$ cat src/rtl/cad_pkg.sv
`default_nettype none
package cad_pkg;

  localparam int unsigned MAX_DIM_DEF = 256;
  localparam int unsigned LEN_W       = 9;
  localparam int unsigned VAL_W       = 16;
  localparam int unsigned DIST_W      = 16;
  localparam int unsigned DOT_W       = 40;
  localparam int unsigned NORM_W      = 39;
  localparam int unsigned PROD_W      = 2 * NORM_W;
  localparam int unsigned ROOT_W      = 40;
  localparam int unsigned CORD_W      = 56;
  localparam int unsigned ANG_W       = 27;
  localparam int unsigned CORD_STEPS  = 22;
  localparam int unsigned NORM_LIM_BIT = 50;
  localparam logic [LEN_W-1:0] LEN_RESET = 9'd256;
  localparam logic [PROD_W-1:0] DEGEN_LIMIT = 78'd1152921;
  localparam logic signed [ANG_W-1:0] ANG_QUARTER = 27'sd8388608;

  // Sums of one finished vector, handed from the front to the back.
  typedef struct packed {
    logic signed [DOT_W-1:0] dot;
    logic [NORM_W-1:0]       n1;
    logic [NORM_W-1:0]       n2;
  } acc_set_t;

  // round(atan(2^-i) * 2^24 / pi)
  function automatic logic [22:0] atan_tab(input logic [4:0] idx);
    logic [22:0] v;
    case (idx)
      5'd0:  v = 23'd4194304;
      5'd1:  v = 23'd2476042;
      5'd2:  v = 23'd1308273;
      5'd3:  v = 23'd664100;
      5'd4:  v = 23'd333339;
      5'd5:  v = 23'd166832;
      5'd6:  v = 23'd83436;
      5'd7:  v = 23'd41721;
      5'd8:  v = 23'd20861;
      5'd9:  v = 23'd10430;
      5'd10: v = 23'd5215;
      5'd11: v = 23'd2608;
      5'd12: v = 23'd1304;
      5'd13: v = 23'd652;
      5'd14: v = 23'd326;
      5'd15: v = 23'd163;
      5'd16: v = 23'd81;
      5'd17: v = 23'd41;
      5'd18: v = 23'd20;
      5'd19: v = 23'd10;
      5'd20: v = 23'd5;
      5'd21: v = 23'd3;
      default: v = 23'd0;
    endcase
    return v;
  endfunction

endpackage
`default_nettype wire

$ cat src/rtl/cad_if.sv
`default_nettype none
interface cad_in_if;
  logic                                   valid;
  logic                                   ready;
  logic signed [cad_pkg::VAL_W-1:0]       first_value;
  logic signed [cad_pkg::VAL_W-1:0]       second_value;
  modport source(output valid, first_value, second_value, input ready);
  modport sink(input valid, first_value, second_value, output ready);
endinterface

`default_nettype wire

$ cat src/rtl/cad_front.sv
`default_nettype none
module cad_front #(
  parameter int unsigned MAX_DIM = cad_pkg::MAX_DIM_DEF
) (
  input  wire logic                       clk,
  input  wire logic                       rst_n,
  input  wire logic                       cfg_wr_en,
  input  wire logic [cad_pkg::LEN_W-1:0]  cfg_wr_data,
  cad_in_if.sink                          in_chan,
  input  wire logic                       q_full,
  output logic                            push,
  output cad_pkg::acc_set_t               push_data
);

  localparam logic [cad_pkg::LEN_W-1:0] LEN_CAP =
    (MAX_DIM > 511) ? 9'd511 : cad_pkg::LEN_W'(MAX_DIM);

  logic [cad_pkg::LEN_W-1:0]           vlen_r;
  logic [cad_pkg::LEN_W-1:0]           cnt_r;
  logic [cad_pkg::LEN_W-1:0]           cnt_nxt;
  logic [cad_pkg::LEN_W-1:0]           len_eff;
  logic signed [cad_pkg::DOT_W-1:0]    dot_r;
  logic [cad_pkg::NORM_W-1:0]          n1_r;
  logic [cad_pkg::NORM_W-1:0]          n2_r;
  logic signed [31:0]                  p_ab;
  logic signed [31:0]                  p_aa;
  logic signed [31:0]                  p_bb;
  logic                                take;
  logic                                last;
  cad_pkg::acc_set_t                   sum;

  assign in_chan.ready = !q_full;
  assign take = in_chan.valid && in_chan.ready;

  always_comb begin
    if (vlen_r == '0) begin
      len_eff = 9'd1;
    end else if (vlen_r > LEN_CAP) begin
      len_eff = LEN_CAP;
    end else begin
      len_eff = vlen_r;
    end
  end

  assign p_ab = in_chan.first_value * in_chan.second_value;
  assign p_aa = in_chan.first_value * in_chan.first_value;
  assign p_bb = in_chan.second_value * in_chan.second_value;

  assign sum.dot = dot_r + cad_pkg::DOT_W'(p_ab);
  assign sum.n1  = n1_r + cad_pkg::NORM_W'(p_aa[30:0]);
  assign sum.n2  = n2_r + cad_pkg::NORM_W'(p_bb[30:0]);

  assign cnt_nxt = cnt_r + 9'd1;
  assign last    = cnt_nxt >= len_eff;

  assign push      = take && last;
  assign push_data = sum;

  always_ff @(posedge clk) begin
    if (!rst_n) begin
      vlen_r <= cad_pkg::LEN_RESET;
      cnt_r  <= '0;
      dot_r  <= '0;
      n1_r   <= '0;
      n2_r   <= '0;
    end else begin
      if (cfg_wr_en) begin
        vlen_r <= cfg_wr_data;
      end
      if (take) begin
        if (last) begin
          cnt_r <= '0;
          dot_r <= '0;
          n1_r  <= '0;
          n2_r  <= '0;
        end else begin
          cnt_r <= cnt_nxt;
          dot_r <= sum.dot;
          n1_r  <= sum.n1;
          n2_r  <= sum.n2;
        end
      end
    end
  end

endmodule
`default_nettype wire

$ cat src/flat_wrapper.sv
// flat-port wrapper written by rule: the top's interface ports become plain ports
module cad_front_flat 
#(
  parameter int unsigned MAX_DIM = cad_pkg::MAX_DIM_DEF
)
  (clk, rst_n, cfg_wr_en, cfg_wr_data, q_full, push, push_data, in_chan_valid, in_chan_first_value, in_chan_second_value, in_chan_ready);
  cad_in_if in_chan_i ();
  input  wire logic clk;
  input  wire logic rst_n;
  input  wire logic cfg_wr_en;
  input  wire logic [cad_pkg::LEN_W-1:0] cfg_wr_data;
  input  wire logic q_full;
  output logic push;
  output cad_pkg::acc_set_t push_data;
  input wire logic [$bits(in_chan_i.valid)-1:0] in_chan_valid;
  input wire logic [$bits(in_chan_i.first_value)-1:0] in_chan_first_value;
  input wire logic [$bits(in_chan_i.second_value)-1:0] in_chan_second_value;
  output wire logic [$bits(in_chan_i.ready)-1:0] in_chan_ready;
  assign in_chan_i.valid = in_chan_valid;
  assign in_chan_i.first_value = in_chan_first_value;
  assign in_chan_i.second_value = in_chan_second_value;
  assign in_chan_ready = in_chan_i.ready;
  cad_front #(.MAX_DIM(MAX_DIM)) u_core (.clk(clk), .rst_n(rst_n), .cfg_wr_en(cfg_wr_en), .cfg_wr_data(cfg_wr_data), .in_chan(in_chan_i), .q_full(q_full), .push(push), .push_data(push_data));
endmodule
$ cat config.mk
export PLATFORM = sky130hd
export DESIGN_NAME = cad_front_flat
export DESIGN_NICKNAME = d
export VERILOG_FILES = /design/src/rtl/cad_pkg.sv /design/src/rtl/cad_if.sv /design/src/rtl/cad_front.sv /design/src/flat_wrapper.sv
export SDC_FILE = /design/constraint.sdc
export NUM_CORES = 2
export LEC_CHECK = 0
export BUFFER_PORTS_ARGS = -buffer_cell sky130_fd_sc_hd__buf_4
export CAP_MARGIN = 40
export CORE_MARGIN = 3
export CORE_UTILIZATION = 44
export DETAILED_ROUTE_END_ITERATION = 6
export PLACE_DENSITY = 0.66
export SYNTH_ARGS = -nofsm -noshare
export SYNTH_HDL_FRONTEND = slang
export SYNTH_SLANG_ARGS = --single-unit
$ cat constraint.sdc
create_clock -name clk -period 10.3 [get_ports clk]
set_input_delay 0.515 -clock clk [delete_from_list [all_inputs] [get_ports clk]]
set_output_delay 0.515 -clock clk [all_outputs]
set_load 0.05 [all_outputs]
==> run_results.csv <==
group,metric,value,unit
cts,post_cts_buffers,0,
die,io_pins,166,
detailed_routing,totalWireLength,101000,microns
setup_path,crit_arrival,9110,ps
placement,io_buffers,165,
logic_synthesis,ys_async_sr_fraction,0,%
cts,cts_resized,0,
detailed_routing,viasPerCell,5.23,
detailed_routing,drc_errors,0,
detailed_routing,num_vias,28697,
cts,cts.clk_slew.worst_paths,70,ps
flow_run,maxCapViolations,0,
final_layout,finalInstanceArea,0.0409,sq mm
setup_path,slowest_delay,640,ps
placement,hpwl,79000,microns
setup_path,path_max_fanout,34,
sta,worst_slew_pin_slew,951,ps
status,status,"completed",
final_layout,nets,5532,
cts,cts_tree,"built",
global_route,grt_pass1_wl,166000,microns
cts,cts_buffers,17,
final_layout,finalNonFillerCells,5489,
sta,slew_headroom,36.4,%
setup_path,cpMaxStageDelayCell,"a221oi_2",
logic_synthesis,seq_area_frac_synth,7.17,%
global_route,antenna_found_initial,1,
cts,htree_levels,4,
detailed_routing,drt_iter0_drc,1790,
placement,dp_slack,819,ps
logic_synthesis,ys_ff_latch,136,
cts,root_buffer,"clkbuf_16",
placement,gp_congestion,0.889,
setup_path,worst_r2r_startpoint,"u_core.dot_r[3]",
detailed_routing,wl_per_cell,18.4,microns
logic_synthesis,synth.avg_cell_area,8.88,sq um
cts,cts_hold_buf,0,
die,coreArea,0.0854,sq mm
worst_hold_path,worst_hold_path_type,"in2reg",
die,die_h,300,microns
setup_path,crit_top_cell,"fa_1",
final_layout,seqCellArea,0.00272,sq mm
detailed_routing,route.antenna.remaining_nets,0,
final_layout,syn2layout_area_growth,7.84,%
global_route,grt_pass1_vias,30057,
logic_synthesis,syn_nets,5476,
sta,post-route-period-util,93.4,%
die,die_x,300,microns
global_route,grt_use_total,23.6,%
sta,clock.fmax,104,MHz
setup_path,crit_start,"in_chan_first_value[6]",
logic_synthesis,ys_types,73,
logic_synthesis,syn_area,0.0380,sq mm
sta,finalHoldViolCount,0,
die,start_util,44.4,%
sta,min_period,9620,ps
setup_path,start_kind,"input pin",
setup_path,critPathKind,"in2out",
placement,dp.cells,5455,
detailed_routing,first_pass_iters,5,
logic_synthesis,postSynthCellCount,4274,
sta,rsz0062_at_grt,"false",
logic_synthesis,ys.flop_type,"dfxtp_1",
worst_hold_path,hold_start,"cfg_wr_data[8]",
global_route,grt_max_degree,60,
die,rows,107,
logic_synthesis,yosysWarningCount,0,
placement,placed_area,0.0403,sq mm
sta,finalMaxSlewViolations,0,
final_layout,nFillCells,8293,
cts,clock-sinks,136,
sta,worst_slack,676,ps
global_route,gr-total-overflow,0,
logic_synthesis,synth_edf_count,0,
sta,setup_viol,0,
die,die_area,0.0898,sq mm
setup_path,worstPathRequired,9790,ps
final_layout,drive_gt1_share,6.19,%
sta,fin_skew,17.6,ps
cts,clk_latency,510,ps
setup_path,end_kind,"output port",
final_layout,multiInputGateArea,0.0310,sq mm
cts,cts_buffer_depth,2,
sta,tns,0,ps
==> per-layer routing <==
| layer | wire, microns | track usage [%] |
|---|---|---|
| met5 | 0 | 0 |
| met4 | 2470 | 6.68 |
| met2 | 47900 | 38.5 |
| met1 | 44300 | 32.9 |
| met3 | 6260 | 3.49 |
==> metrics by stage <==
step,utilization (%),hold slack [ps]
floorplan,-,426
global placement,47.2,441
detailed placement,47.2,447
CTS,47.9,189
global route,47.9,237
finish,47.9,239
==> flip-flops by register name, summed over array words and instances (netlist names) <==
signal / cells
u_core.n1_r: 39
u_core.cnt_r: 9
u_core.n2_r: 39
u_core.dot_r: 40
u_core.vlen_r: 9
==> cell usage after synthesis, types with 71 or more instances <==
| library cell | number | area [sq um] |
|---|---|---|
| a21o_1 | 78 | 586 |
| a21oi_1 | 178 | 891 |
| and2_1 | 141 | 882 |
| clkbuf_1 | 147 | 552 |
| dfxtp_1 | 136 | 2720 |
| fa_1 | 784 | 15700 |
| ha_1 | 372 | 4650 |
| inv_1 | 981 | 3680 |
| nand2_1 | 428 | 1610 |
| nand3_1 | 76 | 380 |
| nor2_1 | 227 | 852 |
| o21ai_0 | 71 | 355 |
| xnor2_1 | 153 | 1340 |
==> cells by family after synthesis <==
kind of cell / synth area share, %
flops: 7.17
fa+ha+maj: 53.6
xor+xnor: 4.94
simple gates: 12.6
compound gates: 10.1
mux: 0.270
buf+inv: 11.3
==> final cells by class <==
| class | count | share of cell area, % |
|---|---|---|
| flip-flops and latches | 136 | 6.65 |
| clock inverters | 15 | 0.483 |
| diodes | 2 | 0.0122 |
| multi-input cells | 2991 | 75.7 |
| inverters | 993 | 9.11 |
| well taps | 1144 | 3.50 |
| clock buffers | 17 | 1.04 |
| repair buffers | 191 | 3.55 |
==> cells in the final DEF (no fill, tap or decap), types with 8 or more instances in the layout <==
cell type,n
o21ai_1,12
a211oi_1,15
nor3_1,27
and2_1,141
nand2_1,426
dfxtp_1,136
a22oi_1,26
mux2i_1,8
or3_1,16
and3_1,29
nand2b_1,36
o21ai_0,71
xnor2_1,153
a21oi_1,178
a31o_2,12
o21a_1,26
ha_1,372
nor2_1,224
nor2b_1,15
o211ai_1,15
fa_1,784
a31oi_1,22
xor2_1,61
inv_1,981
a21o_1,78
buf_4,190
nand3_1,76
clkbuf_16,17
o21bai_1,14
a22o_1,39
nand4_1,17
o31a_1,8
==> worst max-delay path, delay by kind of cell <==
family | cells | cell delay (ps)
adders and majority gates | 8 | 3380
AOI/OAI and AO/OA | 11 | 3060
and+or+nand+nor | 6 | 1060
buffers and inverters | 5 | 760
xor gates and xnor gates | 2 | 320
==> final timing paths <==
path,end,slack (ps),cells after the start
min,u_core.vlen_r[8],240,3
max,push_data[71],680,32
max reg2reg,u_core.dot_r[23],4030,22
min reg2reg,u_core.n1_r[4],460,2
Power is not shown: default switching activity piles up to over one toggle a cycle in this logic, so the estimate is an artifact.
