### src/rtl/cad_pkg.sv
`default_nettype none
package cad_pkg;

  localparam int unsigned MAX_DIM_DEF = 256;
  localparam int unsigned LEN_W       = 9;
  localparam int unsigned VAL_W       = 16;
  localparam int unsigned DIST_W      = 16;
  localparam int unsigned DOT_W       = 40;
  localparam int unsigned NORM_W      = 39;
  localparam int unsigned PROD_W      = 2 * NORM_W;
  localparam int unsigned ROOT_W      = 40;
  localparam int unsigned CORD_W      = 56;
  localparam int unsigned ANG_W       = 27;
  localparam int unsigned CORD_STEPS  = 22;
  localparam int unsigned NORM_LIM_BIT = 50;
  localparam logic [LEN_W-1:0] LEN_RESET = 9'd256;
  localparam logic [PROD_W-1:0] DEGEN_LIMIT = 78'd1152921;
  localparam logic signed [ANG_W-1:0] ANG_QUARTER = 27'sd8388608;

  // Sums of one finished vector, handed from the front to the back.
  typedef struct packed {
    logic signed [DOT_W-1:0] dot;
    logic [NORM_W-1:0]       n1;
    logic [NORM_W-1:0]       n2;
  } acc_set_t;

  // round(atan(2^-i) * 2^24 / pi)
  function automatic logic [22:0] atan_tab(input logic [4:0] idx);
    logic [22:0] v;
    case (idx)
      5'd0:  v = 23'd4194304;
      5'd1:  v = 23'd2476042;
      5'd2:  v = 23'd1308273;
      5'd3:  v = 23'd664100;
      5'd4:  v = 23'd333339;
      5'd5:  v = 23'd166832;
      5'd6:  v = 23'd83436;
      5'd7:  v = 23'd41721;
      5'd8:  v = 23'd20861;
      5'd9:  v = 23'd10430;
      5'd10: v = 23'd5215;
      5'd11: v = 23'd2608;
      5'd12: v = 23'd1304;
      5'd13: v = 23'd652;
      5'd14: v = 23'd326;
      5'd15: v = 23'd163;
      5'd16: v = 23'd81;
      5'd17: v = 23'd41;
      5'd18: v = 23'd20;
      5'd19: v = 23'd10;
      5'd20: v = 23'd5;
      5'd21: v = 23'd3;
      default: v = 23'd0;
    endcase
    return v;
  endfunction

endpackage
`default_nettype wire

### src/rtl/cad_if.sv
`default_nettype none


interface cad_out_if;
  logic                         valid;
  logic                         ready;
  logic [cad_pkg::DIST_W-1:0]   distance;
  logic                         degenerate;
  modport source(output valid, distance, degenerate, input ready);
  modport sink(input valid, distance, degenerate, output ready);
endinterface
`default_nettype wire

### src/rtl/cad_back.sv
`default_nettype none
module cad_back (
  input  wire logic           clk,
  input  wire logic           rst_n,
  input  wire logic           q_not_empty,
  input  cad_pkg::acc_set_t   q_head,
  output logic                q_pop,
  cad_out_if.source           out_chan
);

  typedef enum logic [6:0] {
    S_IDLE = 7'b0000001,
    S_MULP = 7'b0000010,
    S_MULD = 7'b0000100,
    S_SQRT = 7'b0001000,
    S_NORM = 7'b0010000,
    S_CORD = 7'b0100000,
    S_DONE = 7'b1000000
  } state_t;

  localparam int unsigned PW = cad_pkg::PROD_W;
  localparam int unsigned CW = cad_pkg::CORD_W;
  localparam int unsigned RW = cad_pkg::ROOT_W;
  localparam int unsigned AW = cad_pkg::ANG_W;
  localparam logic [CW-1:0] NORM_LIM = CW'(1) << cad_pkg::NORM_LIM_BIT;

  state_t                        state_r;
  logic signed [cad_pkg::DOT_W-1:0] dot_r;
  logic [PW-1:0]                 acc_r;
  logic [PW-1:0]                 mcand_r;
  logic [cad_pkg::NORM_W-1:0]    mplr_r;
  logic [5:0]                    cnt_r;
  logic [2*RW-1:0]               rad_r;
  logic [RW+3:0]                 rem_r;
  logic [RW-1:0]                 root_r;
  logic signed [CW-1:0]          x_r;
  logic signed [CW-1:0]          y_r;
  logic signed [AW-1:0]          z_r;
  logic                          degen_r;
  logic                          out_valid_r;
  logic [cad_pkg::DIST_W-1:0]    out_dist_r;
  logic                          out_degen_r;

  logic [PW-1:0]                 acc_add;
  logic [PW-1:0]                 acc_sub;
  logic [cad_pkg::NORM_W-1:0]    dot_mag;
  logic [RW+3:0]                 rem_sh;
  logic [RW+3:0]                 trial;
  logic [CW-1:0]                 x_mag;
  logic signed [CW-1:0]          xs;
  logic signed [CW-1:0]          ys;
  logic signed [AW-1:0]          atan_s;
  logic                          y_pos;
  logic [AW-2:0]                 z_pos;
  logic [AW-1:0]                 z_rnd;
  logic [cad_pkg::DIST_W-1:0]    dist_fin;
  logic                          out_free;

  assign acc_add = mplr_r[0] ? acc_r + mcand_r : acc_r;
  assign acc_sub = mplr_r[0] ? acc_r - mcand_r : acc_r;
  assign dot_mag = dot_r[cad_pkg::DOT_W-1] ? cad_pkg::NORM_W'(-dot_r)
                                           : cad_pkg::NORM_W'(dot_r);

  assign rem_sh = {rem_r[RW+1:0], rad_r[2*RW-1 -: 2]};
  assign trial  = {2'b00, root_r, 2'b01};

  assign x_mag  = x_r[CW-1] ? CW'(-x_r) : CW'(x_r);
  assign xs     = x_r >>> cnt_r[4:0];
  assign ys     = y_r >>> cnt_r[4:0];
  assign atan_s = $signed({4'b0000, cad_pkg::atan_tab(cnt_r[4:0])});
  assign y_pos  = !y_r[CW-1] && (y_r != '0);

  // Clamp negative angle to zero, round to pi/2^16 and saturate.
  assign z_pos = z_r[AW-1] ? '0 : z_r[AW-2:0];
  assign z_rnd = {1'b0, z_pos} + AW'(128);
  assign dist_fin = (z_rnd[AW-1:8] > 19'd65535) ? 16'hFFFF : z_rnd[23:8];

  assign out_free = !out_valid_r || out_chan.ready;
  assign q_pop    = (state_r == S_IDLE) && q_not_empty;

  assign out_chan.valid      = out_valid_r;
  assign out_chan.distance   = out_dist_r;
  assign out_chan.degenerate = out_degen_r;

  always_ff @(posedge clk) begin
    if (!rst_n) begin
      state_r     <= S_IDLE;
      out_valid_r <= 1'b0;
      cnt_r       <= '0;
    end else begin
      if (out_valid_r && out_chan.ready) begin
        out_valid_r <= 1'b0;
      end
      case (state_r)
        S_IDLE: begin
          if (q_not_empty) begin
            dot_r   <= q_head.dot;
            mcand_r <= PW'(q_head.n1);
            mplr_r  <= q_head.n2;
            acc_r   <= '0;
            cnt_r   <= '0;
            state_r <= S_MULP;
          end
        end
        S_MULP: begin
          acc_r   <= acc_add;
          mcand_r <= mcand_r << 1;
          mplr_r  <= mplr_r >> 1;
          cnt_r   <= cnt_r + 6'd1;
          if (cnt_r == 6'(cad_pkg::NORM_W - 1)) begin
            cnt_r   <= '0;
            degen_r <= acc_add <= cad_pkg::DEGEN_LIMIT;
            mcand_r <= PW'(dot_mag);
            mplr_r  <= dot_mag;
            state_r <= (acc_add <= cad_pkg::DEGEN_LIMIT) ? S_DONE : S_MULD;
          end
        end
        S_MULD: begin
          acc_r   <= acc_sub;
          mcand_r <= mcand_r << 1;
          mplr_r  <= mplr_r >> 1;
          cnt_r   <= cnt_r + 6'd1;
          if (cnt_r == 6'(cad_pkg::NORM_W - 1)) begin
            cnt_r   <= '0;
            rad_r   <= (2*RW)'(acc_sub);
            rem_r   <= '0;
            root_r  <= '0;
            state_r <= S_SQRT;
          end
        end
        S_SQRT: begin
          rad_r <= rad_r << 2;
          cnt_r <= cnt_r + 6'd1;
          if (rem_sh >= trial) begin
            rem_r  <= rem_sh - trial;
            root_r <= {root_r[RW-2:0], 1'b1};
          end else begin
            rem_r  <= rem_sh;
            root_r <= {root_r[RW-2:0], 1'b0};
          end
          if (cnt_r == 6'(RW - 1)) begin
            cnt_r   <= '0;
            x_r     <= CW'(dot_r);
            state_r <= S_NORM;
          end
        end
        S_NORM: begin
          if (cnt_r == '0) begin
            // first cycle: pick up the finished root
            y_r   <= $signed(CW'(root_r));
            cnt_r <= 6'd1;
          end else if (x_mag >= NORM_LIM || $unsigned(y_r) >= NORM_LIM) begin
            cnt_r <= '0;
            if (x_r[CW-1]) begin
              x_r <= y_r;
              y_r <= -x_r;
              z_r <= cad_pkg::ANG_QUARTER;
            end else begin
              z_r <= '0;
            end
            state_r <= S_CORD;
          end else begin
            x_r <= x_r <<< 1;
            y_r <= y_r <<< 1;
          end
        end
        S_CORD: begin
          cnt_r <= cnt_r + 6'd1;
          if (y_pos) begin
            x_r <= x_r + ys;
            y_r <= y_r - xs;
            z_r <= z_r + atan_s;
          end else begin
            x_r <= x_r - ys;
            y_r <= y_r + xs;
            z_r <= z_r - atan_s;
          end
          if (cnt_r == 6'(cad_pkg::CORD_STEPS - 1)) begin
            cnt_r   <= '0;
            degen_r <= 1'b0;
            state_r <= S_DONE;
          end
        end
        S_DONE: begin
          if (out_free) begin
            out_valid_r <= 1'b1;
            out_dist_r  <= degen_r ? '0 : dist_fin;
            out_degen_r <= degen_r;
            state_r     <= S_IDLE;
          end
        end
        default: begin
          state_r <= S_IDLE;
        end
      endcase
    end
  end

`ifndef ASSERT_OFF
  a_degen_zero: assert property (@(posedge clk) disable iff (!rst_n)
    (out_valid_r && out_degen_r) |-> (out_dist_r == '0))
    else $error("degenerate result with nonzero distance");
  a_pop_only_idle: assert property (@(posedge clk) disable iff (!rst_n)
    q_pop |=> (state_r == S_MULP)) else $error("pop did not start a job");
`endif

endmodule
`default_nettype wire
### src/flat_wrapper.sv
// flat-port wrapper written by rule: the top's interface ports become plain ports
module cad_back_flat 
  (clk, rst_n, q_not_empty, q_head, q_pop, out_chan_valid, out_chan_distance, out_chan_degenerate, out_chan_ready);
  cad_out_if out_chan_i ();
  input  wire logic clk;
  input  wire logic rst_n;
  input  wire logic q_not_empty;
  input  cad_pkg::acc_set_t q_head;
  output logic q_pop;
  output wire logic [$bits(out_chan_i.valid)-1:0] out_chan_valid;
  output wire logic [$bits(out_chan_i.distance)-1:0] out_chan_distance;
  output wire logic [$bits(out_chan_i.degenerate)-1:0] out_chan_degenerate;
  input wire logic [$bits(out_chan_i.ready)-1:0] out_chan_ready;
  assign out_chan_valid = out_chan_i.valid;
  assign out_chan_distance = out_chan_i.distance;
  assign out_chan_degenerate = out_chan_i.degenerate;
  assign out_chan_i.ready = out_chan_ready;
  cad_back u_core (.clk(clk), .rst_n(rst_n), .q_not_empty(q_not_empty), .q_head(q_head), .q_pop(q_pop), .out_chan(out_chan_i));
endmodule
### config.mk
export PLATFORM = sky130hd
export DESIGN_NAME = cad_back_flat
export DESIGN_NICKNAME = d
export VERILOG_FILES = /design/src/rtl/cad_pkg.sv /design/src/rtl/cad_if.sv /design/src/rtl/cad_back.sv /design/src/flat_wrapper.sv
export SDC_FILE = /design/constraint.sdc
export NUM_CORES = 2
export LEC_CHECK = 0
export ABC_AREA = 1
export BUFFER_PORTS_ARGS = -buffer_cell sky130_fd_sc_hd__buf_2
export CAP_MARGIN = 20
export CORE_ASPECT_RATIO = 0.6
export CORE_MARGIN = 2
export CORE_UTILIZATION = 35
export DETAILED_ROUTE_END_ITERATION = 10
export SYNTH_ARGS = -nofsm -noshare
export SYNTH_HDL_FRONTEND = slang
export SYNTH_SLANG_ARGS = --single-unit
export TNS_END_PERCENT = 30
### constraint.sdc
create_clock -name clk -period 18.8 [get_ports clk]
set_input_delay 3.76 -clock clk [delete_from_list [all_inputs] [get_ports clk]]
set_output_delay 3.76 -clock clk [all_outputs]
set_load 0.1 [all_outputs]
==> impl_metrics.toml <==
[power_and_ir_drop]
power.leakage_nw = 30.4
finalPower_w = 0.0105
worst_ir_drop_vdd_mv = 0.0917
powerDensity_nw_per_um2 = 153

[hold_path]
min_delay_path_depth = 2
min_from = "u_core.rad_r[26]"
timing.hold.worst_endpoint = "u_core.rad_r[28]"
hold_removal_path_class = "reg -> reg"

[die]
std_cell_rows = 120
chipHeight_um = 334
core-area_um2 = 179000
starting_density_of_the_core = 0.354
die-width_um = 553
io_pins = 141
die_area_um2 = 185000

[setup_path]
critPathTopFamily = "buffers and inverters"
path_common_cell = "sky130_fd_sc_hd__buf_2"
timing.critical_path.buf_inv = 3
crit_chain = "buf_2 -> inv_1 -> nor2_1 -> buf_2"
timing.critical_path.required_ns = 15.04
worst_r2r_startpoint = "u_core.cnt_r[1]"
r2r_cells = 39
crit_fanout = 2
worstSetupPathType = "in -> out"
crit_path_start_kind = "primary input"
worstSetupEndpointType = "primary output"
arrival_ns = 4.46
setup.reg_to_reg.worst_slack_ns = 11.18
rr_endpoint = "u_core.y_r[48]"
critical_path.slowest_cell = "sky130_fd_sc_hd__buf_2"
critical_path.max_stage_delay_ns = 0.46

[synthesis]
synth.top_cells.by_area = "sky130_fd_sc_hd__edfxtp_1, sky130_fd_sc_hd__nand2_1, sky130_fd_sc_hd__inv_1, sky130_fd_sc_hd__ha_1, sky130_fd_sc_hd__nor2_1"
edff_count_synth = 554
postSynth.asyncResetShare = 0
most_common_flop_cell_mapped_by_yosys = "sky130_fd_sc_hd__edfxtp_1"
mappedNetlistNets = 10400
postSynthAreaPerCell_um2 = 6.40
synth_largest_area_cell = "sky130_fd_sc_hd__edfxtp_1"
synthesis.yosys.warnings = 0
post_synth_instance_area_um2 = 63400
ys_types = 72
post_synth_inst_count = 9904
synth_top_area_share = 0.263
synth_sequential_area_ratio = 0.274
yosys-top-cells-count = "sky130_fd_sc_hd__nand2_1, sky130_fd_sc_hd__inv_1, sky130_fd_sc_hd__nor2_1"
synth_most_common_cell = "sky130_fd_sc_hd__nand2_1"
synth_seq_cells = 591

[timing]
finalCritPeriodShare = 0.437
rsz0062_at_grt = "false"
fin_crit_ns = 8.22
worstMarginPinSlew_ns = 1.48
clock-skew-final_ns = 0.0340
tns_ns = 0
max-slew-margin-rel = 0.0137
final_max_slew_viol_count = 0
hold_violations = 0
top_achievable_clock_speed_mhz = 122
final.hold.worst_slack_ns = 0.515
finalSetupViolCount = 0

[finish]
area_used_by_sequential_logic_in_the_layout_um2 = 17400
syn2layout_area_growth_pct = 8.69
layout-drive-gt1-share = 0.0556
utilization = 0.385
filler_cell_count = 19800
multiInputGateArea_um2 = 39500
layout.cells.non_filler = 12300
finish.net_count = 10300

[place]
gp_congestion = 1.05
post-place-cells = 12100
dp_hpwl_mm = 286
portBuffers = 140

[detailed_routing]
routed_wirelength_mm = 345
drtAntennaViolNets = 0
via_count = 71800
drc_markers = 0
drt-wirelength-per-cell_um = 28.1
firstDrtPassIters = 8
drt-initial-drc-count = 11800
vias_per_cell = 5.85

[global_route]
grt.met1_usage = 0.616
grt_usage = 0.360
number_of_antenna_violations_at_the_first_check_in_global_routing = 19
grt-busiest-layer = "met1"
use_met3 = 0.169
grt_pass1_vias = 63200
grt_pass1_wl_mm = 478
global_route.overflow_total = 0
pin_count_of_the_biggest_net_entering_global_routing = 129
grt_use_met2 = 0.369

[clocking]
clk_pin_slew_ns = 0.05
worstSkewPairLatency_ns = 0.73
ctsRootBufferMaster = "sky130_fd_sc_hd__clkbuf_16"
numClockSinks = 591
ctsHtreeMaxLevel = 3
cts_buffer_depth = 3
setup_fix_buffers_added_after_clock_tree_synthesis = 0
cts_hold_buffers = 0
cts_tree = "built"
cts_inserted_buffers = 72
cts-resized-gates = 0

[flow_run]
drv_cap = 0

[outcome]
status = "completed"
-- cells in the final DEF, fill, tap and decap left out, drive strengths merged, types with 61 or more instances in the layout --
cell type and n:
xnor2 61, inv 1336, o221ai 64, nor3 119
edfxtp 554, a31oi 118, buf 233, nor2 1110
o21ai 982, a21oi 689, ha 352, or2 108
clkbuf 98, nand4 110, nand3 506, o211ai 107
nand2 2631, xor2 208
-- through the flow --
step | area (um^2) | worst slack [ns]
2_1_floorplan | 63400 | 1.64
3_3_place_gp | 66400 | 10.49
3_5_place_dp | 66400 | 10.57
4_1_cts | 68800 | 10.57
5_1_grt | 68900 | 10.52
6_report | 68900 | 10.58
-- per-layer routing --
layer  vias up  wire [um]
li1      32900          -
met1     34300     178000
met2      4380     102000
met3       243      59500
met4        10       4880
met5         -        348
-- worst reg2reg max path: cells and delay by family (launching register included) --
kind,cells,cell delay [ns]
adder cells (fa/ha/maj),2,0.52
flip-flops,1,0.31
multiplexers,1,0.33
XOR/XNOR,1,0.19
AND/OR/NAND/NOR,18,2.06
AO/OA/AOI/OAI,7,1.61
buffers and inverters,10,2.34
-- cell type report --
cell class / instances / area share
antenna: 2 / 0.0000727
clock buffer: 94 / 0.0287
clock inverter: 37 / 0.00690
inverter: 1339 / 0.0731
multi-input combinational: 7602 / 0.574
sequential: 591 / 0.252
tap: 2379 / 0.0432
timing repair buffer: 237 / 0.0213
-- power breakdown --
part | internal (W) | switching, W
sequential | 0.00173 | 0.000195
combinational | 0.00180 | 0.00527
clock | 0.000840 | 0.000700
-- kinds of logic after synthesis --
group / after synthesis / synth area share
simple gates: 4677 / 0.305
compound gates: 2248 / 0.201
buf+inv: 1711 / 0.104
flops: 591 / 0.274
fa+ha+maj: 357 / 0.0711
xor+xnor: 269 / 0.0372
mux: 51 / 0.00806
-- state kept, by name, indices dropped and copies added, names as in the netlist --
| register | count |
|---|---|
| u_core.acc_r | 78 |
| u_core.atan_s | 23 |
| u_core.cnt_r | 6 |
| u_core.degen_r | 1 |
| u_core.dot_r | 40 |
| u_core.mcand_r | 78 |
| u_core.mplr_r | 39 |
| u_core.out_chan.degenerate | 1 |
| u_core.out_chan.distance | 16 |
| u_core.out_chan.valid | 1 |
| u_core.rad_r | 80 |
| u_core.rem_r | 42 |
| u_core.root_r | 40 |
| u_core.state_r | 7 |
| u_core.x_r | 56 |
| u_core.y_r | 56 |
| u_core.z_r | 27 |
-- worst max-delay path by stage --
stage                            from               to  cells past startpoint
after global placement    q_not_empty            q_pop                      4
after global routing      q_not_empty            q_pop                      4
after CTS                 q_not_empty            q_pop                      4
after detailed placement  q_not_empty            q_pop                      4
after floorplan                 rst_n  u_core.rad_r[0]                      4
final                     q_not_empty            q_pop                      4
No activity file was read; power rests on OpenSTA's default activity.
