`src/rtl/cad_pkg.sv`:
```
`default_nettype none
package cad_pkg;

  localparam int unsigned MAX_DIM_DEF = 256;
  localparam int unsigned LEN_W       = 9;
  localparam int unsigned VAL_W       = 16;
  localparam int unsigned DIST_W      = 16;
  localparam int unsigned DOT_W       = 40;
  localparam int unsigned NORM_W      = 39;
  localparam int unsigned PROD_W      = 2 * NORM_W;
  localparam int unsigned ROOT_W      = 40;
  localparam int unsigned CORD_W      = 56;
  localparam int unsigned ANG_W       = 27;
  localparam int unsigned CORD_STEPS  = 22;
  localparam int unsigned NORM_LIM_BIT = 50;
  localparam logic [LEN_W-1:0] LEN_RESET = 9'd256;
  localparam logic [PROD_W-1:0] DEGEN_LIMIT = 78'd1152921;
  localparam logic signed [ANG_W-1:0] ANG_QUARTER = 27'sd8388608;

  // Sums of one finished vector, handed from the front to the back.
  typedef struct packed {
    logic signed [DOT_W-1:0] dot;
    logic [NORM_W-1:0]       n1;
    logic [NORM_W-1:0]       n2;
  } acc_set_t;

  // round(atan(2^-i) * 2^24 / pi)
  function automatic logic [22:0] atan_tab(input logic [4:0] idx);
    logic [22:0] v;
    case (idx)
      5'd0:  v = 23'd4194304;
      5'd1:  v = 23'd2476042;
      5'd2:  v = 23'd1308273;
      5'd3:  v = 23'd664100;
      5'd4:  v = 23'd333339;
      5'd5:  v = 23'd166832;
      5'd6:  v = 23'd83436;
      5'd7:  v = 23'd41721;
      5'd8:  v = 23'd20861;
      5'd9:  v = 23'd10430;
      5'd10: v = 23'd5215;
      5'd11: v = 23'd2608;
      5'd12: v = 23'd1304;
      5'd13: v = 23'd652;
      5'd14: v = 23'd326;
      5'd15: v = 23'd163;
      5'd16: v = 23'd81;
      5'd17: v = 23'd41;
      5'd18: v = 23'd20;
      5'd19: v = 23'd10;
      5'd20: v = 23'd5;
      5'd21: v = 23'd3;
      default: v = 23'd0;
    endcase
    return v;
  endfunction

endpackage
`default_nettype wire

```
`src/rtl/cad_queue.sv`:
```
`default_nettype none
module cad_queue (
  input  wire logic               clk,
  input  wire logic               rst_n,
  input  wire logic               push,
  input  cad_pkg::acc_set_t       push_data,
  input  wire logic               pop,
  output logic                    full,
  output logic                    not_empty,
  output cad_pkg::acc_set_t       head
);

  cad_pkg::acc_set_t ent_r [2];
  logic              wr_ptr_r;
  logic              rd_ptr_r;
  logic [1:0]        cnt_r;

  assign full      = cnt_r == 2'd2;
  assign not_empty = cnt_r != 2'd0;
  assign head      = ent_r[rd_ptr_r];

  always_ff @(posedge clk) begin
    if (push) begin
      ent_r[wr_ptr_r] <= push_data;
    end
  end

  always_ff @(posedge clk) begin
    if (!rst_n) begin
      wr_ptr_r <= 1'b0;
      rd_ptr_r <= 1'b0;
      cnt_r    <= '0;
    end else begin
      if (push) begin
        wr_ptr_r <= !wr_ptr_r;
      end
      if (pop) begin
        rd_ptr_r <= !rd_ptr_r;
      end
      if (push && !pop) begin
        cnt_r <= cnt_r + 2'd1;
      end else if (pop && !push) begin
        cnt_r <= cnt_r - 2'd1;
      end
    end
  end

`ifndef ASSERT_OFF
  a_no_overflow: assert property (@(posedge clk) disable iff (!rst_n)
    full |-> !push) else $error("queue overflow");
  a_no_underflow: assert property (@(posedge clk) disable iff (!rst_n)
    pop |-> not_empty) else $error("queue underflow");
`endif

endmodule
`default_nettype wire

```
`config.mk`:
```
export PLATFORM = sky130hd
export DESIGN_NAME = cad_queue
export DESIGN_NICKNAME = d
export VERILOG_FILES = /design/src/rtl/cad_pkg.sv /design/src/rtl/cad_queue.sv
export SDC_FILE = /design/constraint.sdc
export NUM_CORES = 1
export LEC_CHECK = 0
export ABC_AREA = 0
export BUFFER_PORTS_ARGS = -buffer_cell sky130_fd_sc_hd__buf_2
export CORE_MARGIN = 2
export CORE_UTILIZATION = 38
export CTS_CLUSTER_SIZE = 14
export DETAILED_ROUTE_END_ITERATION = 16
export PLACE_DENSITY = 0.64
export SLEW_MARGIN = 10
export SYNTH_ARGS = -nofsm -noshare
export SYNTH_HDL_FRONTEND = slang
export SYNTH_SLANG_ARGS = --single-unit
export TNS_END_PERCENT = 1
```
`constraint.sdc`:
```
create_clock -name clk -period 12.18 [get_ports clk]
set_input_delay 0.609 -clock clk [delete_from_list [all_inputs] [get_ports clk]]
set_output_delay 0.609 -clock clk [all_outputs]
set_load 0.05 [all_outputs]
```
==> results of run 1 <==
layer usage:
metal | GRT usage, % | vias up | part of all wire [%]
met5 | 0 | - | 0
met4 | 4.369 | 0 | 2.3
met3 | 4.583 | 29 | 9.3
met2 | 22.78 | 173 | 50
met1 | 15.29 | 2194 | 38
li1 | - | 2061 | -
state kept, by name (all words and copies together) (netlist names), named ones only:
signal / count
rd_ptr_r: 1
wr_ptr_r: 1
cnt_r: 2
ent_r: 236
final cells by class:
| cell class | instances | share of cell area [%] |
|---|---|---|
| timing repair buffer | 245 | 11.17 |
| tap | 285 | 3.223 |
| multi-input combinational | 134 | 13.83 |
| clock buffer | 34 | 6.321 |
| inverter | 1 | 0.03392 |
| clock inverter | 9 | 0.4184 |
| sequential | 241 | 64.98 |
| antenna | 1 | 0.02261 |
cell usage after synthesis:
cell        n  area [um^2]
buf_2       9        45.04
mux2_2     98         1104
ha_1        1        12.51
edfxtp_1  236         7087
dfxtp_1     5        100.1
xor2_1      2        17.52
o21a_1      1        7.510
or2_2       1        6.260
and2b_1     1        7.510
buf_6       4        45.04
nor2b_1     2        12.51
o21ai_0     1        5.000
and2_1      4        25.02
or3_1       1        6.260
inv_1       1        3.750
mux2_4     20        300.3
xnor2_1     1        8.760
a21boi_0    1        7.510
logic make-up after synthesis:
group / count (synthesis) / share of synthesized area, %
flip-flops: 241 / 81.66
AO/OA/AOI/OAI: 3 / 0.2275
adder cells (fa/ha/maj): 1 / 0.1421
AND/OR/NAND/NOR: 9 / 0.6540
XOR/XNOR: 3 / 0.2986
multiplexers: 118 / 15.95
buffers and inverters: 14 / 1.066
power breakdown:
part	total [uW]	internal (uW)	switching, uW
clock	687	398	289
combinational	305	90.3	215
sequential	977	959	17.7
worst register-to-register path, stage by stage (launching register included):
cell	delay (ns)
dfxtp_1	0.38
and2_4	0.68
buf_4	0.82
stage by stage:
stage / hold slack (ns) / setup slack [ns]
CTS: 0.2468 / 8.622
floorplan: 0.4686 / 5.808
global route: 0.2586 / 8.502
global placement: 0.4827 / 9.206
finish: 0.2765 / 8.718
detailed placement: 0.5203 / 9.182
worst paths after layout:
path                         start                      to  slack (ns)
min                  push_data[64]  ent_r[0][64]$_DFFE_PP_        0.28
min reg2reg  cnt_r[1]$_SDFFE_PN0P_   cnt_r[1]$_SDFFE_PN0P_        0.53
max                      flip-flop                head[22]        8.72
max reg2reg  wr_ptr_r$_SDFFE_PN0P_  ent_r[1][32]$_DFFE_PP_        9.83
cell usage in the layout, fill, tap and decap left out, types with 2 or more instances in the layout:
cell type / Yosys / final
and2_1: 4 / 3
edfxtp_1: 236 / 236
clkbuf_1: 0 / 5
mux2_4: 20 / 20
clkbuf_8: 0 / 4
buf_2: 9 / 241
clkbuf_16: 0 / 25
dfxtp_1: 5 / 4
mux2_2: 98 / 98
buf_4: 0 / 4
xor2_1: 2 / 2
clkinv_2: 0 / 2
clkinv_1: 0 / 5
==> impl_summary.txt, run 1 <==
----------------------------------------------------
[Worst setup path]
  Cell family with most CP delay ... buffers and inverters
  Slowest cell delay on critical path ... 0.86 ns
  Number of buffer and inverter stages on the critical path ... 2
  Critical path depth ... 3
  Critical path class ... flip-flop to output port
  Critical Path Fanout Max ... 61
  Endpoint type of the worst setup path ... output port
  Startpoint type of the worst setup path ... flip-flop
  Arrival time worst endpoint ... 2.85 ns
  Worst path cell trace ... buf_4, mux2_2, buf_2
  Worst EP required ... 11.57 ns
  Master of the slowest instance on the critical path ... dfxtp_4
  Worst reg2reg path depth ... 2

[STA]
  Total Neg Setup Slack ... 0 ns
  Fin Clk Skew ... 0.01394 ns
  Tmin final ... 3.462 ns
  Count of endpoints failing setup in the final report ... 0
  RSZ-0062 raised after global routing ... no
  Slew Limit Fails ... 0
  Actual slew at the worst max-slew pin ... 0.8807 ns
  Fin. Hold Viols ... 0
  Normalized max-slew margin ... 41.29%
  Fin crit share ... 28.43%
  Max frequency ... 288.8 MHz

[Detailed routing]
  Avg Vias per Cell ... 4.692
  Average wire per cell in the routed design ... 17.50 um
  Number of detailed-route iterations in the first pass ... 4
  DRC viols ... 0
  Antenna-violating nets left ... 0
  DRC marker count from the first detailed-route iteration ... 199
  Total routed wirelength ... 16620 um
  Routed vias ... 4457

[Cells and area]
  Multi-input logic area ... 1530 um^2
  Final Non-Filler Cells ... 950
  Fin util ... 48.73%
  Register Area ... 7191 um^2
  Synth-to-layout area growth ... 25.73%
  Finished Cell Area ... 11070 um^2
  Number of fill cells ... 1952
  Layout cells sized above 1 ... 60.24%
  Number of nets in the final layout ... 771

[Global routing]
  Initial antenna violation count ... 1
  Maximum number of pins on one net before global-route repair ... 64
  Overall track demand over capacity in global routing ... 13.15%
  Via count of the first global-routing pass ... 4826
  Grt ovf ... 0
  Wire length of the first global-routing pass ... 25070 um

[CTS]
  Hold-fix buffers at CTS ... 0
  Max Root-Sink Buffers ... 3
  Number of buffers added by the clock tree synthesis step ... 25
  Clock tree from TritonCTS ... yes
  Register clock-pin slew on the reported worst setup and hold paths ... 0.06 ns
  Number of post-CTS setup repair buffers ... 0
  H-tree depth ... 1
  Cells resized by post-CTS repair ... 0
  Count of clock tree sinks ... 241
  Clock latency on the worst-skew pair ... 0.52 ns
  Clk root buf ... clkbuf_16

[Place]
  DP HPWL ... 11030 um
  Placed cell count ... 906
  Input/output buffers ... 241
  Cell Area, Placed ... 10320 um^2
  Routability congestion estimate from global placement ... 0.7212

[Yosys]
  Synth Instances ... 389
  Flop and latch count out of synthesis ... 241
  Unique masters post-synth ... 18
  Sequential element share of the synthesized area ... 81.66%
  Number of warnings printed during yosys synthesis ... 0
  Synth Cell Area ... 8801 um^2
  Number of nets produced by synthesis ... 512
  Per-instance average area after synthesis ... 22.62 um^2

[Floorplanning]
  Number of placement rows ... 55
  Die area ... 24390 um^2
  Placeable core region ... 22710 um^2
  Horizontal extent of the die ... 156.2 um
  Initial core utilization ... 38.75%
  Count of pins on the block boundary ... 242
  Height of the die ... 156.2 um

[Outcome]
  Run status ... complete, no violations

[Pwr]
  Largest voltage drop on the vdd net ... 0.1400 mV
  Overall Power ... 1970 uW
  Power density normalized to cell area ... 178.0 nW/um^2
  Cell leakage power ... 0.004176 uW

[Hold path]
  Worst hold stages ... 1
  Kind of path behind the tightest hold check ... primary input to flip-flop

[Run]
  Max-capacitance violation count ... 0

----------------------------------------------------
Power figures use the tool's default switching activity.
==> run 2, diff against run 1 <==
--- a/config.mk
+++ b/config.mk
@@ -5,13 +5,13 @@
 export SDC_FILE = /design/constraint.sdc
 export NUM_CORES = 1
 export LEC_CHECK = 0
-export ABC_AREA = 0
+export ABC_AREA = 1
 export BUFFER_PORTS_ARGS = -buffer_cell sky130_fd_sc_hd__buf_2
 export CORE_MARGIN = 2
 export CORE_UTILIZATION = 38
 export CTS_CLUSTER_SIZE = 14
 export DETAILED_ROUTE_END_ITERATION = 16
-export PLACE_DENSITY = 0.64
+export PLACE_DENSITY = 0.66
 export SLEW_MARGIN = 10
 export SYNTH_ARGS = -nofsm -noshare
 export SYNTH_HDL_FRONTEND = slang
==> constraint.sdc (replaced) <==
create_clock -name clk -period 2.97 [get_ports clk]
set_input_delay 0.1485 -clock clk [delete_from_list [all_inputs] [get_ports clk]]
set_output_delay 0.1485 -clock clk [all_outputs]
set_load 0.05 [all_outputs]
==> run 2 against run 1 <==
Count of clock-buffer cells in the layout down 3. Routed wire length up 9.7%. Global-route usage up 1.2 points. Clock skew down 0.0071 ns. Non-clock buffer count up 122. Clock power rose to 4.0 times the previous value. Critical path depth unchanged. Largest cell class unchanged. Synthesized cell count up 3.3%. Final cell count up 14%. Combinational power rose to 4.2 times the previous value. Register-to-register slack worse by 8.6 ns.
==> impl_summary.txt, run 2 <==
----------------------------------------------------
[Outcome]
  Run status ... complete, no violations

[STA]
  RSZ-0062 raised after global routing ... no
  Count of endpoints failing setup in the final report ... 0 (unchanged)
  Tmin final ... 2.446 ns
  Max frequency ... 408.9 MHz
  Fin Clk Skew ... 0.006853 ns (-0.007087 ns)
  Normalized max-slew margin ... 53.84% (+13 points)
  Slew Limit Fails ... 0 (unchanged)
  Actual slew at the worst max-slew pin ... 0.6924 ns (-0.1883 ns)
  Fin. Hold Viols ... 0 (unchanged)
  Total Neg Setup Slack ... 0 ns (unchanged)
  Fin crit share ... 82.35%

[Place]
  Input/output buffers ... 241 (unchanged)
  Routability congestion estimate from global placement ... 0.7967 (+10%)
  DP HPWL ... 11020 um (-0.14%)
  Placed cell count ... 920 (+1.5%)

[Yosys]
  Number of warnings printed during yosys synthesis ... 0 (unchanged)
  Top FF cell, synth ... edfxtp_1
  Synth Cell Area ... 8808 um^2 (about the same)
  Sequential element share of the synthesized area ... 81.59% (about the same)
  Number of nets produced by synthesis ... 525 (+2.5%)
  Unique masters post-synth ... 14 (-4)
  Flop and latch count out of synthesis ... 241 (unchanged)
  Commonest cells post-synth ... 236 x edfxtp_1, 98 x mux2_2, 20 x mux2_4
  Share of the synthesized area in the top cell type ... 80.45% (about the same)
  Leading cell type by number of instances after synthesis ... edfxtp_1
  Area leader, netlist ... edfxtp_1
  EDFF count, synth ... 236 (unchanged)
  Per-instance average area after synthesis ... 21.91 um^2 (-3.2%)
  Share of async-settable or async-resettable flops after synthesis ... 0% (unchanged)
  Synth Instances ... 402 (+3.3%)
  Top cells by area in the synthesized netlist ... edfxtp_1 80%, mux2_2 13%, mux2_4 3.4%

[Worst setup path]
  Endpoint type of the worst setup path ... output port
  Worst EP required ... 2.82 ns (-8.75 ns)
  Worst path cell trace ... buf_4, mux2_2, buf_2
  Worst reg2reg path depth ... 3 (+1)
  Reg-to-Reg Start ... wr_ptr_r$_SDFFE_PN0P_
  Reg2reg end ... ent_r[1][6]$_DFFE_PP_
  Arrival time worst endpoint ... 2.30 ns (-0.55 ns)
  Master of the slowest instance on the critical path ... dfxtp_4
  Critical path class ... flip-flop to output port
  Setup slack, reg-to-reg ... 1.21 ns (-8.62 ns)
  Critical Path Fanout Max ... 34 (-44%)
  Startpoint type of the worst setup path ... flip-flop
  Slowest cell delay on critical path ... 0.65 ns (-0.21 ns)

[Global routing]
  Wire length of the first global-routing pass ... 27590 um (+10%)
  Via count of the first global-routing pass ... 5559 (+15%)
  Maximum number of pins on one net before global-route repair ... 119 (+86%)
  Overall track demand over capacity in global routing ... 14.39% (+1.2 points)
  Initial antenna violation count ... 0 (-1)
  Grt ovf ... 0 (unchanged)

[Cells and area]
  Largest register FFs ... 236 (unchanged)
  Synth-to-layout area growth ... 39.67%
  Final Non-Filler Cells ... 1087 (+14%)
  Highest-count cells in the layout ignoring fill and taps ... 241 x buf_2, 236 x edfxtp_1, 121 x dlygate4sd3_1
  Number of nets in the final layout ... 906 (+18%)
  Registers with the highest flip-flop counts ... ent_r (236), cnt_r (2)
  Number of fill cells ... 1764 (-9.6%)
  Register with the most flip-flops ... ent_r
  Fin util ... 54.18% (+5.4 points)
  Antenna diodes ... 0 (-1)
  Layout cells sized above 1 ... 49.63% (-11 points)
  Most common cell after layout, fill and taps aside ... buf_2

[CTS]
  Count of clock tree sinks ... 241 (unchanged)
  Max Root-Sink Buffers ... 3 (unchanged)
  Register clock-pin slew on the reported worst setup and hold paths ... 0.06 ns (about the same)
  Clk root buf ... clkbuf_16
  Clock tree from TritonCTS ... yes
  Number of buffers added by the clock tree synthesis step ... 25 (unchanged)
  Number of post-CTS setup repair buffers ... 0 (unchanged)
  Cells resized by post-CTS repair ... 0 (unchanged)
  Hold-fix buffers at CTS ... 121 (+121)
  H-tree depth ... 1 (unchanged)
  Clock latency on the worst-skew pair ... 0.51 ns (about the same)

[Hold path]
  Kind of path behind the tightest hold check ... primary input to flip-flop
  Worst Hold End ... ent_r[1][73]$_DFFE_PP_
  Min-delay src ... push_data[73]
  Worst hold stages ... 2 (+1)

[Pwr]
  Cell leakage power ... 0.004711 uW (+13%)
  Largest voltage drop on the vdd net ... 0.5316 mV (+280%)
  Power density normalized to cell area ... 651.1 nW/um^2 (+270%)

[Detailed routing]
  Routed vias ... 5047 (+13%)
  Number of detailed-route iterations in the first pass ... 4 (unchanged)
  Antenna-violating nets left ... 0 (unchanged)
  Total routed wirelength ... 18240 um (+9.7%)
  DRC marker count from the first detailed-route iteration ... 233 (+17%)
  DRC viols ... 0 (unchanged)
  Average wire per cell in the routed design ... 16.78 um (-4.1%)
  Avg Vias per Cell ... 4.643 (-1.0%)

[Floorplanning]
  Initial core utilization ... 38.79% (about the same)
  Count of pins on the block boundary ... 242 (unchanged)
  Die area ... 24410 um^2 (about the same)
  Horizontal extent of the die ... 156.3 um (about the same)
  Height of the die ... 156.3 um (about the same)
  Placeable core region ... 22710 um^2 (unchanged)
  Number of placement rows ... 55 (unchanged)

[Run]
  Max-capacitance violation count ... 0 (unchanged)

----------------------------------------------------
==> run 2: changes by cell type after synthesis, moves of 2 or more <==
cell | previous run | this run
and2_1 | 4 | 0
inv_1 | 1 | 8
nand2_1 | 0 | 9
nor2_1 | 0 | 8
nor2b_1 | 2 | 0
xor2_1 | 2 | 0
==> run 2: cell families after synthesis <==
group | share of synthesized area, %
DFF | 81.59
muxes | 15.94
buffers and inverters | 1.364
and+or+nand+nor | 0.8523
AOI/OAI and AO/OA | 0.1135
adders and majority gates | 0.1420
==> run 2: worst max path at each step <==
stage	from	endpoint	slack, ns
global placement	flip-flop	head[51]	1.12
global route	flip-flop	head[17]	0.39
detailed placement	flip-flop	head[17]	1.03
CTS	flip-flop	head[24]	0.46
finish	flip-flop	head[17]	0.52
floorplan	wr_ptr_r$_SDFFE_PN0P_	ent_r[1][0]$_DFFE_PP_	-0.25
==> run 2: worst max-delay path: cells and delay by family, from the launching register on <==
| kind | cells | cell delay (ns) |
|---|---|---|
| mux | 1 | 0.39 |
| buf+inv | 2 | 0.70 |
| flops | 1 | 0.65 |
==> run 2: routing by layer <==
metal | global-route usage (%) | routed length (um)
met1 | 15.58 | 7009
met2 | 26.94 | 9499
met3 | 4.043 | 1145
met4 | 4.849 | 584
met5 | 0 | 0
==> run 2: final cells by class <==
| type | instances | area (um^2) | area share [%] |
|---|---|---|---|
| well taps | 285 | 356.6 | 2.898 |
| repair buffers | 367 | 2492 | 20.26 |
| flip-flops and latches | 241 | 7191 | 58.45 |
| multi-input cells | 140 | 1509 | 12.26 |
| inverters | 8 | 32.53 | 0.2644 |
| clock inverters | 15 | 73.82 | 0.6000 |
| clock buffers | 31 | 648.1 | 5.268 |
==> run 2: metrics by stage <==
step | setup slack (ns) | power (uW) | hold slack (ns) | instance area (um^2)
floorplan | -0.2514 | 4910 | 0.2474 | 8816
global route | 0.3931 | 8296 | 0.3379 | 12300
finish | 0.5243 | 8010 | 0.3538 | 12300
global placement | 1.117 | 5186 | 0.3354 | 10370
detailed placement | 1.031 | 5214 | 0.3393 | 10370
CTS | 0.4635 | 8099 | 0.3283 | 12300
==> run 2: report_power, final <==
part	leakage (uW)	total, uW	switching (uW)	internal [uW]
Sequential	0.00226	4000	56.8	3940
Clock	0.000350	2750	1200	1550
Combinational	0.00210	1270	837	432
Total	0.00471	8010	2090	5920
==> run 3, diff against run 2 <==
--- a/config.mk
+++ b/config.mk
@@ -5,13 +5,13 @@
 export SDC_FILE = /design/constraint.sdc
 export NUM_CORES = 1
 export LEC_CHECK = 0
-export ABC_AREA = 1
+export ABC_AREA = 0
 export BUFFER_PORTS_ARGS = -buffer_cell sky130_fd_sc_hd__buf_2
 export CORE_MARGIN = 2
 export CORE_UTILIZATION = 38
 export CTS_CLUSTER_SIZE = 14
 export DETAILED_ROUTE_END_ITERATION = 16
-export PLACE_DENSITY = 0.66
+export PLACE_DENSITY = 0.64
 export SLEW_MARGIN = 10
 export SYNTH_ARGS = -nofsm -noshare
 export SYNTH_HDL_FRONTEND = slang
==> constraint.sdc (replaced) <==
create_clock -name clk -period 2.4 [get_ports clk]
set_input_delay 0.12 -clock clk [delete_from_list [all_inputs] [get_ports clk]]
set_output_delay 0.12 -clock clk [all_outputs]
set_load 0.05 [all_outputs]
==> run 3 against run 2 <==
Register-to-register slack worse by 0.60 ns. Clock power up 39%. Worst setup slack worse by 0.29 ns. Sequential cell count is the same. Hold slack lost 0.22 ns. Routed wire length decreased by 3.8%. Critical path type unchanged. Largest cell class unchanged. Highest routed layer unchanged.
==> impl_summary.txt, run 3 (synthesis gave the netlist of run 1 again) <==
----------------------------------------------------
[Outcome]
  Run status ... complete, no violations

[Floorplanning]
  Count of pins on the block boundary ... 242 (unchanged)
  Die area ... 24390 um^2 (about the same)
  Placeable core region ... 22710 um^2 (unchanged)
  Number of placement rows ... 55 (unchanged)
  Height of the die ... 156.2 um (about the same)
  Horizontal extent of the die ... 156.2 um (about the same)
  Initial core utilization ... 38.75% (about the same)

[Cells and area]
  Highest-count cells in the layout ignoring fill and taps ... 241 x buf_2, 236 x edfxtp_1, 121 x dlygate4sd3_1
  Synth-to-layout area growth ... 40.97%
  Most common cell after layout, fill and taps aside ... buf_2
  Fin util ... 54.63% (+0.46 points)
  Register with the most flip-flops ... ent_r
  Layout cells sized above 1 ... 51.02% (+1.4 points)
  Largest register FFs ... 236 (unchanged)
  Number of nets in the final layout ... 893 (-1.4%)
  Number of fill cells ... 1753 (-0.62%)
  Registers with the highest flip-flop counts ... ent_r (236), cnt_r (2)

[CTS]
  Count of clock tree sinks ... 241 (unchanged)
  Clk root buf ... clkbuf_16
  Number of buffers added by the clock tree synthesis step ... 25 (unchanged)
  Max Root-Sink Buffers ... 3 (unchanged)
  Cells resized by post-CTS repair ... 0 (unchanged)
  Clock latency on the worst-skew pair ... 0.50 ns (about the same)
  H-tree depth ... 1 (unchanged)
  Clock tree from TritonCTS ... yes
  Register clock-pin slew on the reported worst setup and hold paths ... 0.06 ns (about the same)

[STA]
  Total Neg Setup Slack ... 0 ns (unchanged)
  Tmin final ... 2.169 ns
  RSZ-0062 raised after global routing ... no
  Fin Clk Skew ... 0.008951 ns (+0.002098 ns)
  Fin crit share ... 90.38%
  Max frequency ... 461.0 MHz
  Normalized max-slew margin ... 51.09% (-2.7 points)
  Count of endpoints failing setup in the final report ... 0 (unchanged)
  Actual slew at the worst max-slew pin ... 0.7336 ns (+0.04117 ns)
  Slew Limit Fails ... 0 (unchanged)
  Fin. Hold Viols ... 0 (unchanged)

[Pwr]
  Power density normalized to cell area ... 847.0 nW/um^2 (+30%)
  Largest voltage drop on the vdd net ... 0.5733 mV (+7.8%)
  Cell leakage power ... 0.004732 uW (+0.43%)

[Worst setup path]
  Worst EP required ... 2.28 ns (-0.54 ns)
  Critical Path Fanout Max ... 54 (+59%)
  Arrival time worst endpoint ... 2.05 ns (-0.25 ns)
  Critical path class ... flip-flop to output port
  Endpoint type of the worst setup path ... output port
  Startpoint type of the worst setup path ... flip-flop

[Global routing]
  Wire length of the first global-routing pass ... 26860 um (-2.6%)
  Via count of the first global-routing pass ... 5388 (-3.1%)
  Initial antenna violation count ... 0 (unchanged)
  Grt ovf ... 0 (unchanged)
  Overall track demand over capacity in global routing ... 13.96% (-0.43 points)
  Maximum number of pins on one net before global-route repair ... 120 (+0.84%)

[Detailed routing]
  Avg Vias per Cell ... 4.581 (-1.3%)
  DRC marker count from the first detailed-route iteration ... 221 (-5.2%)
  Total routed wirelength ... 17540 um (-3.8%)
  Antenna-violating nets left ... 0 (unchanged)
  Routed vias ... 4920 (-2.5%)
  Number of detailed-route iterations in the first pass ... 4 (unchanged)
  Average wire per cell in the routed design ... 16.33 um (-2.7%)
  DRC viols ... 0 (unchanged)

[Run]
  Max-capacitance violation count ... 0 (unchanged)

[Place]
  DP HPWL ... 10550 um (-4.3%)
  Routability congestion estimate from global placement ... 0.6930 (-13%)
  Input/output buffers ... 241 (unchanged)

[Hold path]
  Kind of path behind the tightest hold check ... primary input to flip-flop

----------------------------------------------------
==> run 3: report_power, final <==
part / switching, uW / internal, uW / total, uW
Clock: 1500 / 2320 / 3820
Combinational: 1150 / 601 / 1750
Sequential: 65.6 / 4870 / 4930
==> run 3: metrics by stage <==
stage | worst slack (ns) | instances | power, uW | cell area (um^2) | hold slack (ns)
after detailed placement | 0.7548 | 907 | 6625 | 10380 | 0.3113
final | 0.2309 | 1074 | 10510 | 12410 | 0.1366
after CTS | 0.2005 | 1073 | 10630 | 12400 | 0.1134
after global placement | 0.7711 | 907 | 6592 | 10380 | 0.3073
after global routing | 0.1302 | 1073 | 10890 | 12400 | 0.1504
after floorplan | -0.09935 | 389 | 6219 | 8811 | 0.2189
==> run 3: what timing repair did <==
action	CTS	global route
setup buffers	0	0
hold endpoints to repair	241	0
endpoints found under the setup margin	0	0
hold buffers	121	0
==> run 3: per-layer routing <==
| metal | GRT usage (%) | vias up | share of wire [%] |
|---|---|---|---|
| li1 | - | 2307 | - |
| met1 | 15.89 | 2400 | 40 |
| met2 | 25.68 | 175 | 51 |
| met3 | 3.333 | 38 | 6.2 |
| met4 | 4.762 | 0 | 2.7 |
| met5 | 0 | - | 0 |
==> run 3: worst max-delay path: stages, from the launching register on <==
cell	delay, ns
dfxtp_4	0.56
buf_12	0.31
mux2_2	0.40
buf_2	0.22
==> run 3: area by class of cell <==
cell class | instances | area (um^2) | area share (%)
Sequential cell | 241 | 7192 | 57.97
Clock inverter | 18 | 183.9 | 1.482
Inverter | 1 | 3.754 | 0.03025
Clock buffer | 27 | 633.1 | 5.103
Antenna cell | 1 | 2.502 | 0.02017
Timing Repair Buffer | 367 | 2505 | 20.19
Multi-Input combinational cell | 134 | 1530 | 12.33
Tap cell | 285 | 356.6 | 2.874
==> run 3: final timing paths <==
check | startpoint | to | slack (ns) | cells past startpoint
worst max-delay path | flip-flop | head[55] | 0.23 | 3
worst min-delay path | push | cnt_r[1]$_SDFFE_PN0P_ | 0.14 | 4
worst max register to register | wr_ptr_r$_SDFFE_PN0P_ | wr_ptr_r$_SDFFE_PN0P_ | 0.61 | 4
worst min register to register | cnt_r[1]$_SDFFE_PN0P_ | cnt_r[1]$_SDFFE_PN0P_ | 0.52 | 2
